===== src/tcsi_pkg.sv =====
package tcsi_pkg;

   // Width of the Horner accumulator; it covers every partial sum for t in [0, 1].
   localparam int HORNER_W = 40;

   localparam logic signed [HORNER_W-1:0] SAT_MAX = 40'sh00_7FFF_FFFF;
   localparam logic signed [HORNER_W-1:0] SAT_MIN = 40'shFF_8000_0000;

   typedef enum logic [1:0] {
      SCALE_ZERO = 2'd0,
      SCALE_ONE  = 2'd1,
      SCALE_DIV  = 2'd2
   } scale_class_type;

   typedef struct packed {
      logic [16:0]        position;
      logic [30:0]        key_time_0;
      logic [30:0]        key_time_1;
      logic [30:0]        key_time_2;
      logic [30:0]        key_time_3;
      logic signed [31:0] point_0;
      logic signed [31:0] point_1;
      logic signed [31:0] point_2;
      logic signed [31:0] point_3;
      logic               last_component;
   } req_type;

   typedef struct packed {
      logic signed [31:0] interpolated_value;
      logic               last_out;
   } rsp_type;

   // Classified item handed from the front end to the arithmetic back end.
   typedef struct packed {
      logic [16:0]        position;
      logic [30:0]        num;
      logic [30:0]        den_out;
      logic [30:0]        den_in;
      scale_class_type    cls_out;
      scale_class_type    cls_in;
      logic signed [31:0] p1;
      logic signed [32:0] d21;
      logic signed [32:0] e_out;
      logic signed [32:0] e_in;
      logic               last;
   } fe_type;

endpackage


===== src/tcsi_queue.sv =====
module tcsi_queue (
   input  logic             clock,
   input  logic             reset,
   input  logic             q_push,
   output logic             q_full,
   input  tcsi_pkg::fe_type wr_item,
   input  logic             q_pop,
   output logic             q_empty,
   output tcsi_pkg::fe_type rd_item
);

   localparam int DEPTH = 2;
   localparam int PTR_W = $clog2(DEPTH);

   tcsi_pkg::fe_type entry_ff [DEPTH];
   logic [PTR_W-1:0] wr_ptr_ff;
   logic [PTR_W-1:0] rd_ptr_ff;
   logic [PTR_W:0]   count_ff;
   logic [PTR_W:0]   count_in;
   logic             do_push;
   logic             do_pop;

   assign q_full  = (count_ff == (PTR_W + 1)'(DEPTH));
   assign q_empty = (count_ff == '0);
   assign do_push = q_push && !q_full;
   assign do_pop  = q_pop && !q_empty;
   assign rd_item = entry_ff[rd_ptr_ff];

   always_comb begin
      count_in = count_ff;
      if (do_push && !do_pop) begin
         count_in = count_ff + 1'b1;
      end else if (do_pop && !do_push) begin
         count_in = count_ff - 1'b1;
      end
   end

   always_ff @(posedge clock) begin
      if (reset) begin
         wr_ptr_ff <= '0;
         rd_ptr_ff <= '0;
         count_ff  <= '0;
      end else begin
         count_ff <= count_in;
         if (do_push) begin
            wr_ptr_ff <= wr_ptr_ff + 1'b1;
         end
         if (do_pop) begin
            rd_ptr_ff <= rd_ptr_ff + 1'b1;
         end
      end
   end

   always_ff @(posedge clock) begin
      if (do_push) begin
         entry_ff[wr_ptr_ff] <= wr_item;
      end
   end

endmodule


===== config.mk =====
export PLATFORM = sky130hd
export DESIGN_NAME = tcsi_queue
export DESIGN_NICKNAME = d
export VERILOG_FILES = /design/src/tcsi_pkg.sv /design/src/tcsi_queue.sv
export SDC_FILE = /design/constraint.sdc
export NUM_CORES = 1
export LEC_CHECK = 0
export ABC_AREA = 1
export BUFFER_PORTS_ARGS = -buffer_cell sky130_fd_sc_hd__buf_2
export CAP_MARGIN = 20
export CORE_AREA = 2 2 196 198
export CTS_BUF_LIST = sky130_fd_sc_hd__clkbuf_16
export DETAILED_ROUTE_END_ITERATION = 7
export DIE_AREA = 0 0 198 200
export PLACE_DENSITY = 0.75
export SLEW_MARGIN = 20
export SYNTH_ARGS = -nofsm -noshare
export SYNTH_HDL_FRONTEND = slang
export SYNTH_SLANG_ARGS = --single-unit

===== constraint.sdc =====
create_clock -name clock -period 14.6 [get_ports clock]
set_input_delay 1.46 -clock clock [delete_from_list [all_inputs] [get_ports clock]]
set_output_delay 1.46 -clock clock [all_outputs]
set_load 0.01 [all_outputs]

Yosys cells after proc, flatten, opt, wreduce, memory -nomap -nowiden
Memory sizes are Yosys's and may differ from the RTL's. A register that Yosys moved wholly into a read port is not among the register bits.
Index checks and enable logic that the tools add are counted.
{"block": "totals", "register_bits": 4, "ram_bits": 492, "in_bits": 250, "output_inout_bits": 248, "word_cells": 25, "mem_count": 1}
{"block": "classes", "add_sub_neg": 4, "eq_ne": 1, "mux": 6, "reduce_logical": 10}
{"memory": "entry_ff", "words": 2, "word_bits": 246, "rd": 1, "rd_ports_with_merged_regs": 1, "write_ports": 1, "line_no": "tcsi_queue.sv:15", "text": "tcsi_pkg::fe_type entry_ff [DEPTH];"}
{"cell": "$logic_and A1 B1 Y1", "count": 4}
{"cell": "$logic_not A1 Y1", "count": 4}
{"cell": "$mux W1", "count": 4}
{"cell": "$mux W2", "count": 2}
{"cell": "$add A1 B1 Y1 const B", "count": 2}
{"cell": "$add A2 B1 Y2 const B", "count": 1}
{"cell": "$eq A2 B2 Y1 const B", "count": 1}
{"cell": "$logic_not A2 Y1", "count": 1}
{"cell": "$reduce_bool A2 Y1", "count": 1}
{"cell": "$sub A2 B1 Y2 const B", "count": 1}

Longest topological paths before layout
{"block": "depth", "depth_word": 7, "ltp_mapped": 10}

Least setup slack after synthesis
Ideal clock, no wire load.
{"block": "synth_path", "path_kind": "input to register", "from": "in q_push", "to": "mem entry_ff[0][0] (netlist name) (enable)", "setup_ns": 0.857, "arrival_time_ns": 11.755, "required_ns": 13.743, "slack_ns": 1.987, "path_stages": 2, "path_cell_list": "o21ai_1 > nor2_1"}
{"block": "synth_via", "elab_chain_len": 3}
{"item": "from (decl)", "line_no": "tcsi_queue.sv:4", "text": "input logic q_push,"}
{"item": "$logic_and A1 B1 Y1", "line_no": "tcsi_queue.sv:25", "text": "assign do_push = q_push && !q_full;"}
{"item": "$mux W1", "line_no": "tcsi_queue.sv:55", "text": "if (do_push) begin"}
{"item": "$mux W1 (implied by the code)", "line_no": "tcsi_queue.sv:56", "text": "entry_ff[wr_ptr_ff] <= wr_item;"}
{"item": "to (decl)", "line_no": "tcsi_queue.sv:15"}
No other way between the ends.

==> key figures <==
Outcome
  • Status: finished, final reports clean

Floorplan
  • Die H: 200 um
  • Core area: 37400 um2
  • Area of the die: 39600 um2
  • Std cell rows: 71
  • Width of the die: 198 um
  • I/O pin total: 498
  • Initial core utilization: 48.5%

Timing
  • RSZ-0062 raised after global routing: no
  • Max-slew violation count: 0
  • Final Setup Violations: 0
  • Max Clk Rate: 202 MHz
  • Total negative slack: 0 ps
  • Fin crit share: 34.0%
  • Final hold vios: 0
  • Relative slew slack: 28.8%
  • Fin crit period: 4960 ps
  • Least-Margin Pin Slew: 1070 ps
  • Final clock skew: 12.4 ps

Finish
  • Fin util: 60.4%
  • P&R area growth vs syn: 24.5%
  • Total Nets Final: 1583
  • Fin cells: 1886
  • Share of cells above drive strength 1: 59.8%

Synth
  • Most area-consuming cells after synthesis: edfxtp_1 81%, mux2_2 15%, clkbuf_8 1.5%
  • Syn avg cell area: 22.6 um2
  • Async S/R FF share, synth: 0%
  • Post-synthesis sequential area ratio: 82.0%
  • YS warnings: 0
  • Post-Syn Area: 18100 um2
  • Cell variety after synth: 15
  • Top post-synthesis cells by count: 492 x edfxtp_1, 246 x mux2_2, 20 x clkbuf_8
  • Area leader, netlist: edfxtp_1
  • Synthesized flop and latch total: 497
  • Syn_nets: 1053
  • Post-Synthesis Cells: 802
  • Most frequent cell after synthesis: edfxtp_1
  • Most used DFF post-synth: edfxtp_1
  • Post-synth EDFFs: 492
  • Yosys top cell area share: 81.4%

Detailed routing
  • Total Wirelength: 37.1 mm
  • Routed length per instance: 19.7 um
  • Drt drc: 0
  • Drt pass-1 iters: 4
  • Starting DRT DRC Count: 358
  • Vias per cell: 4.97
  • Via count: 9370
  • ANT nets after route: 0

CTS
  • CTS tree: built
  • Clock-pin slew on the worst setup and hold paths: 60 ps
  • CTS H-Tree Depth: 2
  • Worst skew pair latency: 560 ps
  • CTS buffer count: 48
  • Hold Buf Count CTS: 0
  • Clock Tree Buf Depth: 3
  • Post-CTS sizing: 0
  • Buffer count from post-CTS setup fixing: 0
  • Root Buffer: clkbuf_16
  • Clock sinks: 497

Worst setup path
  • CP required: 13140 ps
  • Slowest Stage Delay on Critical Path: 870 ps
  • Top cell by count, worst path: buf_4
  • Crit path buf inv count: 3
  • Delay-heaviest family, CP: buffers and inverters
  • CP endpoint kind: primary output
  • WP data arrival: 3500 ps
  • CP max-delay cell: buf_4
  • Worst setup path category: reg2out
  • Crit Path Max Fanout: 75
  • CP Cell Sequence: buf_4 > buf_4 > mux2_2 > buf_2
  • Worst setup SP type: flip-flop

GRT
  • Antenna violations before repair: 10
  • Largest net degree at the start of global routing: 82
  • Overall routing resource usage: 17.7%
  • Gr ovfl total: 0
  • Vias in the first global route: 9604
  • Global-route wire length before repair: 52.4 mm

Place
  • IO Port Bufs: 497
  • Detail Placement HPWL: 24.9 mm
  • GP Congestion: 0.781
  • Cells after DPL: 1792

Flow run
  • # Max-Cap Violations: 0

Power and ir drop
  • Power density cells: 172 nW/um2
  • P_leak: 0.00842 uW
  • Maximum vdd drop: 118 uV
  • Total power: 3890 uW

Worst hold path
  • HP Class: reg2reg
flip-flops by register name, indices dropped and copies added, names as in the netlist, named ones only:
register   count
entry_ff     492
rd_ptr_ff      1
count_ff       2
wr_ptr_ff      1
layout by cell type (no fill, tap or decap):
| cell | Yosys | routed |
|---|---|---|
| buf_4 | 0 | 9 |
| ha_1 | 1 | 1 |
| clkinvlp_4 | 0 | 1 |
| nand4_1 | 1 | 1 |
| mux2_2 | 246 | 246 |
| nand2_1 | 4 | 4 |
| nor2_4 | 0 | 2 |
| a21oi_1 | 1 | 1 |
| clkbuf_16 | 0 | 49 |
| buf_16 | 0 | 1 |
| buf_2 | 0 | 497 |
| dfxtp_4 | 0 | 1 |
| edfxtp_1 | 492 | 492 |
| inv_1 | 9 | 21 |
| o21ai_1 | 1 | 1 |
| clkinv_4 | 0 | 1 |
| o21ai_0 | 4 | 4 |
| dfxtp_1 | 5 | 4 |
| clkinv_2 | 0 | 5 |
| bufinv_16 | 0 | 6 |
| clkinv_1 | 0 | 11 |
| and2_1 | 1 | 1 |
| nand3_1 | 1 | 1 |
| nor2_1 | 9 | 7 |
| diode_2 | 0 | 8 |
layer usage:
layer / share of wire [%] / wire length [um] / GRT usage (%)
met3: 10 / 3750 / 6.85
met1: 35 / 13100 / 18.9
met5: 0.15 / 56 / 0
met2: 50 / 18700 / 30.8
met4: 3.8 / 1420 / 8.49
report_power, final:
| group | switching, uW | internal [uW] | leakage, uW |
|---|---|---|---|
| sequential | 52.4 | 1810 | 0.00463 |
| clock | 487 | 709 | 0.000794 |
| combinational | 470 | 363 | 0.00300 |
| total | 1010 | 2880 | 0.00842 |
kinds of logic after synthesis:
logic type      Yosys count  synth area share (%)
buf+inv                  36                  2.14
flops                   497                  82.0
mux                     246                  15.3
fa+ha+maj                 1                0.0690
compound gates            6                 0.165
simple gates             16                 0.366
worst register-to-register path, stage by stage, from the launching register on:
cell and delay, ps:
dfxtp_1 430, o21ai_1 230, nor2_4 590, buf_4 870, buf_4 960
area by class of cell:
class	instances	area, um2
antenna	8	20.0
fill	2728	14800
clock buffer	49	1230
sequential	497	14900
clock inverter	36	308
tap	511	639
multi-input combinational	269	2890
timing repair buffer	507	2580
inverter	9	33.8
stage by stage:
stage                     setup WS (ps)  cell area, um2  hold slack, ps
after floorplan                    1990           18100             476
after global placement             9820           21000             522
after detailed placement           9780           21000             544
after CTS                          9570           22500             545
after global routing               9450           22600             587
final                              9640           22600             547
final timing paths:
path | startpoint | endpoint | slack (ps) | cells past startpoint
setup / recovery | flip-flop | rd_item[233] | 9640 | 4
hold / removal | wr_ptr_ff | wr_ptr_ff | 550 | 2
setup reg to reg | count_ff[0] | entry_ff[0][46] | 11080 | 4
hold reg to reg | wr_ptr_ff | wr_ptr_ff | 550 | 2
(Power assumes the default switching activity.)
