<file path="config.mk">
export PLATFORM = sky130hd
export DESIGN_NAME = tcsi_front
export DESIGN_NICKNAME = d
export VERILOG_FILES = /design/src/tcsi_pkg.sv /design/src/tcsi_front.sv
export SDC_FILE = /design/constraint.sdc
export NUM_CORES = 1
export LEC_CHECK = 0
export ABC_AREA = 1
export BUFFER_PORTS_ARGS = -buffer_cell sky130_fd_sc_hd__clkbuf_2
export CORE_UTILIZATION = 34
export CTS_CLUSTER_SIZE = 16
export DETAILED_ROUTE_END_ITERATION = 7
export GPL_TIMING_DRIVEN = 0
export PLACE_DENSITY_LB_ADDON = 0.25
export SLEW_MARGIN = 5
export SYNTH_ARGS = -nofsm -noshare
export SYNTH_HDL_FRONTEND = slang
export SYNTH_SLANG_ARGS = --single-unit
</file>
<file path="constraint.sdc">
create_clock -name clock -period 16.3 [get_ports clock]
set_input_delay 0.815 -clock clock [delete_from_list [all_inputs] [get_ports clock]]
set_output_delay 0.815 -clock clock [all_outputs]
set_load 0.005 [all_outputs]
</file>
<file path="src/tcsi_pkg.sv">
package tcsi_pkg;

   // Width of the Horner accumulator; it covers every partial sum for t in [0, 1].
   localparam int HORNER_W = 40;

   localparam logic signed [HORNER_W-1:0] SAT_MAX = 40'sh00_7FFF_FFFF;
   localparam logic signed [HORNER_W-1:0] SAT_MIN = 40'shFF_8000_0000;

   typedef enum logic [1:0] {
      SCALE_ZERO = 2'd0,
      SCALE_ONE  = 2'd1,
      SCALE_DIV  = 2'd2
   } scale_class_type;

   typedef struct packed {
      logic [16:0]        position;
      logic [30:0]        key_time_0;
      logic [30:0]        key_time_1;
      logic [30:0]        key_time_2;
      logic [30:0]        key_time_3;
      logic signed [31:0] point_0;
      logic signed [31:0] point_1;
      logic signed [31:0] point_2;
      logic signed [31:0] point_3;
      logic               last_component;
   } req_type;

   typedef struct packed {
      logic signed [31:0] interpolated_value;
      logic               last_out;
   } rsp_type;

   // Classified item handed from the front end to the arithmetic back end.
   typedef struct packed {
      logic [16:0]        position;
      logic [30:0]        num;
      logic [30:0]        den_out;
      logic [30:0]        den_in;
      scale_class_type    cls_out;
      scale_class_type    cls_in;
      logic signed [31:0] p1;
      logic signed [32:0] d21;
      logic signed [32:0] e_out;
      logic signed [32:0] e_in;
      logic               last;
   } fe_type;

endpackage

</file>
<file path="src/tcsi_front.sv">
module tcsi_front (
   input  logic             clock,
   input  logic             reset,
   input  logic             req_push,
   output logic             req_full,
   input  tcsi_pkg::req_type req_item,
   output logic             q_push,
   input  logic             q_full,
   output tcsi_pkg::fe_type fe_item
);

   logic             vld_ff;
   logic             vld_in;
   tcsi_pkg::fe_type item_ff;
   tcsi_pkg::fe_type item_in;
   logic             advance;
   logic signed [31:0] num;
   logic signed [31:0] den_out;
   logic signed [31:0] den_in;

   assign advance  = !vld_ff || !q_full;
   assign req_full = !advance;
   assign q_push   = vld_ff && !q_full;
   assign fe_item  = item_ff;
   assign vld_in   = req_push;

   assign num     = $signed({1'b0, req_item.key_time_2}) - $signed({1'b0, req_item.key_time_1});
   assign den_out = $signed({1'b0, req_item.key_time_2}) - $signed({1'b0, req_item.key_time_0});
   assign den_in  = $signed({1'b0, req_item.key_time_3}) - $signed({1'b0, req_item.key_time_1});

   always_comb begin
      item_in.position = req_item.position;
      item_in.num      = num[30:0];
      item_in.den_out  = den_out[30:0];
      item_in.den_in   = den_in[30:0];
      priority if (den_out <= 32'sd0 || num <= 32'sd0) begin
         item_in.cls_out = tcsi_pkg::SCALE_ZERO;
      end else if (num >= den_out) begin
         item_in.cls_out = tcsi_pkg::SCALE_ONE;
      end else begin
         item_in.cls_out = tcsi_pkg::SCALE_DIV;
      end
      priority if (den_in <= 32'sd0 || num <= 32'sd0) begin
         item_in.cls_in = tcsi_pkg::SCALE_ZERO;
      end else if (num >= den_in) begin
         item_in.cls_in = tcsi_pkg::SCALE_ONE;
      end else begin
         item_in.cls_in = tcsi_pkg::SCALE_DIV;
      end
      item_in.p1    = req_item.point_1;
      item_in.d21   = 33'(req_item.point_2) - 33'(req_item.point_1);
      item_in.e_out = 33'(req_item.point_2) - 33'(req_item.point_0);
      item_in.e_in  = 33'(req_item.point_3) - 33'(req_item.point_1);
      item_in.last  = req_item.last_component;
   end

   always_ff @(posedge clock) begin
      if (reset) begin
         vld_ff <= 1'b0;
      end else if (advance) begin
         vld_ff <= vld_in;
      end
   end

   always_ff @(posedge clock) begin
      if (advance && req_push) begin
         item_ff <= item_in;
      end
   end

endmodule

</file>
# ---- Word-level counts from Yosys, hierarchy flattened
# Index checks and enable logic that the tools add are counted.
dict set report word_totals {
  reg_bits 247
  elab_cells 33
}
dict set report classes {
  add_sub_neg 6
  n_lt_le_gt_ge 5
  muxes 2
  reduce_logical 8
}
# cell n
set op_table {}
lappend op_table {{$sub 32x32->33} 3}
lappend op_table {{$le 32x1->1 const B} 3}
lappend op_table {{$sub 31x31->32} 3}
lappend op_table {{$ge 32x32->1} 2}
lappend op_table {{$mux 2} 2}
lappend op_table {{$logic_not 1->1} 3}
lappend op_table {{$logic_or 1x1->1} 3}
lappend op_table {{$logic_and 1x1->1} 2}

# ---- Logic depth before layout (Yosys ltp)
dict set report logic_depth {
  ltp_word 3
  ltp_mapped 27
  ltp_nobuf 27
}

# ---- Worst setup path after synthesis
# OpenSTA, ideal clock, no wires.
dict set report synth_timing {
  kind {input to register}
  start {input port q_full}
  end {register item_ff (netlist bit fe_item[0]), enable pin}
  arrival_ps 11195
  required_ps 15440
  path_slack_ps 4245
  cell_stages 3
  path_cell_list {nand2_1 > inv_1 > nor2_1}
}
dict set report synth_between {
  elab_chain_cells 3
}
# element line
set synth_rtl {}
lappend synth_rtl {{start: declaration} tcsi_front.sv:8} ;# input logic q_full,
lappend synth_rtl {{$logic_not 1->1} tcsi_front.sv:21} ;# assign advance = !vld_ff || !q_full;
lappend synth_rtl {{$logic_or 1x1->1} tcsi_front.sv:21}
lappend synth_rtl {{$logic_and 1x1->1} tcsi_front.sv:66} ;# if (advance && req_push) begin
lappend synth_rtl {{end signal: assignment} tcsi_front.sv:67} ;# item_ff <= item_in;
lappend synth_rtl {{end: declaration} tcsi_front.sv:14} ;# tcsi_pkg::fe_type item_ff;
# No other way between the ends.
# A chain may end at the register's enable or synchronous reset.

==> results by group <==
Hold path
  – Hold Path Sink: vld_ff
  – Worst hold start: reset
  – Worst hold path stage count: 2
  – Hold WC Path Type: in -> reg

Timing
  – Slew @ Worst Pin: roughly 0.74 ns
  – Setup repair after global routing missed its margin: false
  – Worst slew margin: approximately half
  – Tmin final: approximately 3.9 ns
  – Final worst slack: around 12 ns
  – Clock skew: approximately 0.018 ns
  – Final period util: between 20% and 30%
  – Tightest hold margin: 0.4163 ns
  – Count of pins over their slew limit: 0
  – Final Hold Vio Count: 0
  – Final Setup Violations: 0
  – Max Fclk: around 0.25 GHz

Cells and area
  – Share of layout cells above drive strength 1: between 10% and 20%
  – Multi-input logic area: between 0.01 and 0.015 mm²
  – Final net count: roughly 4200
  – Final Util: 42.20%
  – FF+latch area: 0.007407 mm²
  – Fillers: 6770
  – Area grow syn2layout: 22.40%
  – Non-filler instance count after layout: 4523

Setup path
  – Max FO, Critical Path: 4
  – Worst-case reg-to-reg path depth: 7
  – Critical path type: in -> reg
  – Worst Setup End Kind: register
  – Element type at the critical path start: input port
  – Worst Path Required: 16.61 ns
  – Arr. time, crit path: 4.24 ns
  – R2r setup slk: 14.01 ns
  – Reg2reg end: fe_item[221]
  – Reg2reg start: vld_ff

Detailed routing
  – 1st-iter DRT viols: approximately 1700
  – Drc violations: 0
  – Vias: between 20000 and 25000
  – DRT Wirelength: 83.22 mm
  – Routed Antenna Nets: 0
  – Vias per cell: about 5
  – TritonRoute pass-1 iters: 7
  – WL/cell: about 18 µm

Clock network
  – Clk root buf: clkbuf_16
  – Clock Pin Slew Worst Setup and Hold Paths: approximately 0.06 ns
  – Number of hold buffers added after CTS: 0
  – Clock Path Buffers: 3
  – CTS tree: built
  – Post-CTS setup buffer count: 0
  – Clock sinks: between 200 and 250
  – Clk_lat worst skew: between 0.5 and 0.6 ns
  – Post-CTS Resized: 0
  – Number of H-tree levels: 2
  – CTS Buf Count: 34

Logic synthesis
  – EDFF count, synth: ~250
  – Seq cells post-synth: ~250
  – Mapped Avg Cell Area: 7.234 µm²
  – XOR/XNOR share of the synthesized area: 3.744%
  – Dominant synthesized flop cell: edfxtp_1
  – Post-synthesis compound-gate area fraction: a little over 10%
  – Sequential area share after synthesis: ~33%
  – Synth Warn #: 0
  – FFs w/ async S/R, synth: 0%
  – Mux cell area share after synthesis: 0%
  – Mapped Cells: between 3000 and 4000
  – Synth Cell Area: approximately 0.022 mm²
  – Largest family of logic cells by synthesized area: simple AND/OR/NAND/NOR gates
  – Adder-cell share of the synthesized area: roughly 15%
  – Synthesized net count: between 3000 and 4000
  – Yosys cell types: 46
  – Simple-gate area share of the yosys netlist: a little over a quarter

Pwr
  – Comb power frac: a little over a third
  – Leakage: 0.01435 µW
  – Sw Pwr: between 800 and 900 µW
  – Design Power: 2417 µW
  – Sequential share of power: 34.1%
  – Pwr per Cell Area: 88.85 mW/mm²
  – Maximum VDD drop: 0.05622 mV
  – Internal power: ~1500 µW
  – Sw frac: between 30% and 40%
  – Clk network pwr share: just over 30%

Floorplanning
  – FP Rows: 93
  – Starting Density: 34.47%
  – Die Wd: 257.7 µm
  – Area of the core: 0.06446 mm²
  – Die area: about 0.066 mm²
  – Die Y: ~260 µm
  – I/O pins: roughly 520

Run status
  – Status: complete, no violations

GRT
  – First-pass GRT wire length: approximately 120 mm
  – Vias in the first global route: ~21000
  – Tot GR Track Use: around 24%
  – Largest net degree at the start of global routing: 36
  – Initial antenna violation count: 4
  – Grt total ovfl: 0

Placed design
  – Setup WS pre-CTS: 11.78 ns
  – Post-DP HPWL: just over 70 mm
  – Placed insts: ~4500
  – Port Buffers: between 500 and 600
  – Routability cong.: between 0.9 and 1

Flow run
  – Max-cap viol count: 0
[synth_stat cells (4+ instances only)]
cell type  number  share of area (%)
nor3_2          6               0.27
xor2_1         52                2.0
nand4_1        37                1.0
a21o_1         12               0.41
a21oi_1       193                4.3
o21ai_0        73                1.6
o21bai_1       23               0.78
inv_1         629                 11
o21a_1          8               0.27
ha_1          253                 14
nor3_1         42               0.95
o21ai_2         4               0.16
inv_2          11               0.19
a31oi_1        20               0.56
a21oi_2         9               0.35
xnor2_1        43                1.7
o21ai_1        23               0.52
nand2_1       856                 14
nand3b_1       29               0.98
nor4_1          7               0.20
nor2_1        270                4.6
a221oi_1        8               0.32
fa_1            6               0.54
edfxtp_1      246                 33
a21boi_1        8               0.27
nand2_2        20               0.56
nor2_2         11               0.31
o2111ai_1       6               0.24
nand3_1       139                3.1
o211ai_1        8               0.27
[state kept, by name, summed over array words and instances, names as in the netlist]
name and cells:
vld_ff 1, fe_item 246
[critical path, cell delays in order]
cell,delay (ns)
clkbuf_2,0.07
inv_1,0.04
ha_1,0.21
fa_1,0.41
inv_1,0.13
nand2_1,0.06
nand2_1,0.06
nand3_1,0.09
nand2_1,0.17
nand2_1,0.10
nand2_1,0.15
nand4_1,0.13
nand3_1,0.10
nand2_1,0.18
ha_1,0.35
nand4_1,0.11
nor3_1,0.34
nand2_1,0.12
inv_1,0.08
nand2_1,0.08
nand2_1,0.08
or2_2,0.10
nand3_1,0.11
inv_1,0.08
nor2_1,0.05
[how the worst max path moves through the flow]
stage	startpoint	endpoint
after floorplan	q_full	fe_item[0]
after global placement	q_full	fe_item[221]
after detailed placement	req_item[160]	fe_item[134]
after CTS	req_item[160]	fe_item[134]
after global routing	req_item[204]	fe_item[132]
final	req_item[160]	fe_item[134]
[per-layer routing]
metal | GRT usage (%) | routed length, µm
met5 | 0 | 0
met4 | 7.742 | 2681
met2 | 40.36 | 38000
met3 | 3.288 | 4846
met1 | 32.33 | 37690
[layout by cell type (no fill, tap or decap), drive strengths merged, types with 52 or more instances in the layout]
cell type and count:
nand2 877, inv 642, clkbuf 560, nor2 284
ha 253, edfxtp 246, a21oi 202, nand3 141
o21ai 100, xor2 52
[cell type report]
class                   instances  area share [%]
multi-input cells            2184           45.65
flip-flops and latches        247           27.23
repair buffers                530           10.30
inverters                     640           8.831
well taps                     855           3.933
clock buffers                  39           3.197
clock inverters                22          0.7957
diodes                          5         0.04600
plain buffers                   1         0.01840
[power by group through the flow]
| stage | Clock, µW | Combinational, µW | Sequential (µW) |
|---|---|---|---|
| 2_1_floorplan | 0 | 516 | 851 |
| 3_3_place_gp | 0 | 833 | 857 |
| 3_5_place_dp | 0 | 844 | 836 |
| 4_1_cts | 764 | 849 | 824 |
| 5_1_grt | 785 | 957 | 829 |
| 6_report | 742 | 852 | 823 |
[through the flow]
stage | area [µm²] | TNS (ns)
CTS | 27190 | 0
global placement | 25900 | -314.13
detailed placement | 26100 | 0
floorplan | 22220 | 0
finish | 27200 | 0
global route | 27200 | 0
[cell families after synthesis]
logic type	Yosys count
simple gates	1429
buf+inv	641
flops	247
fa+ha+maj	259
xor+xnor	95
compound gates	401
(Power assumes the default switching activity.)
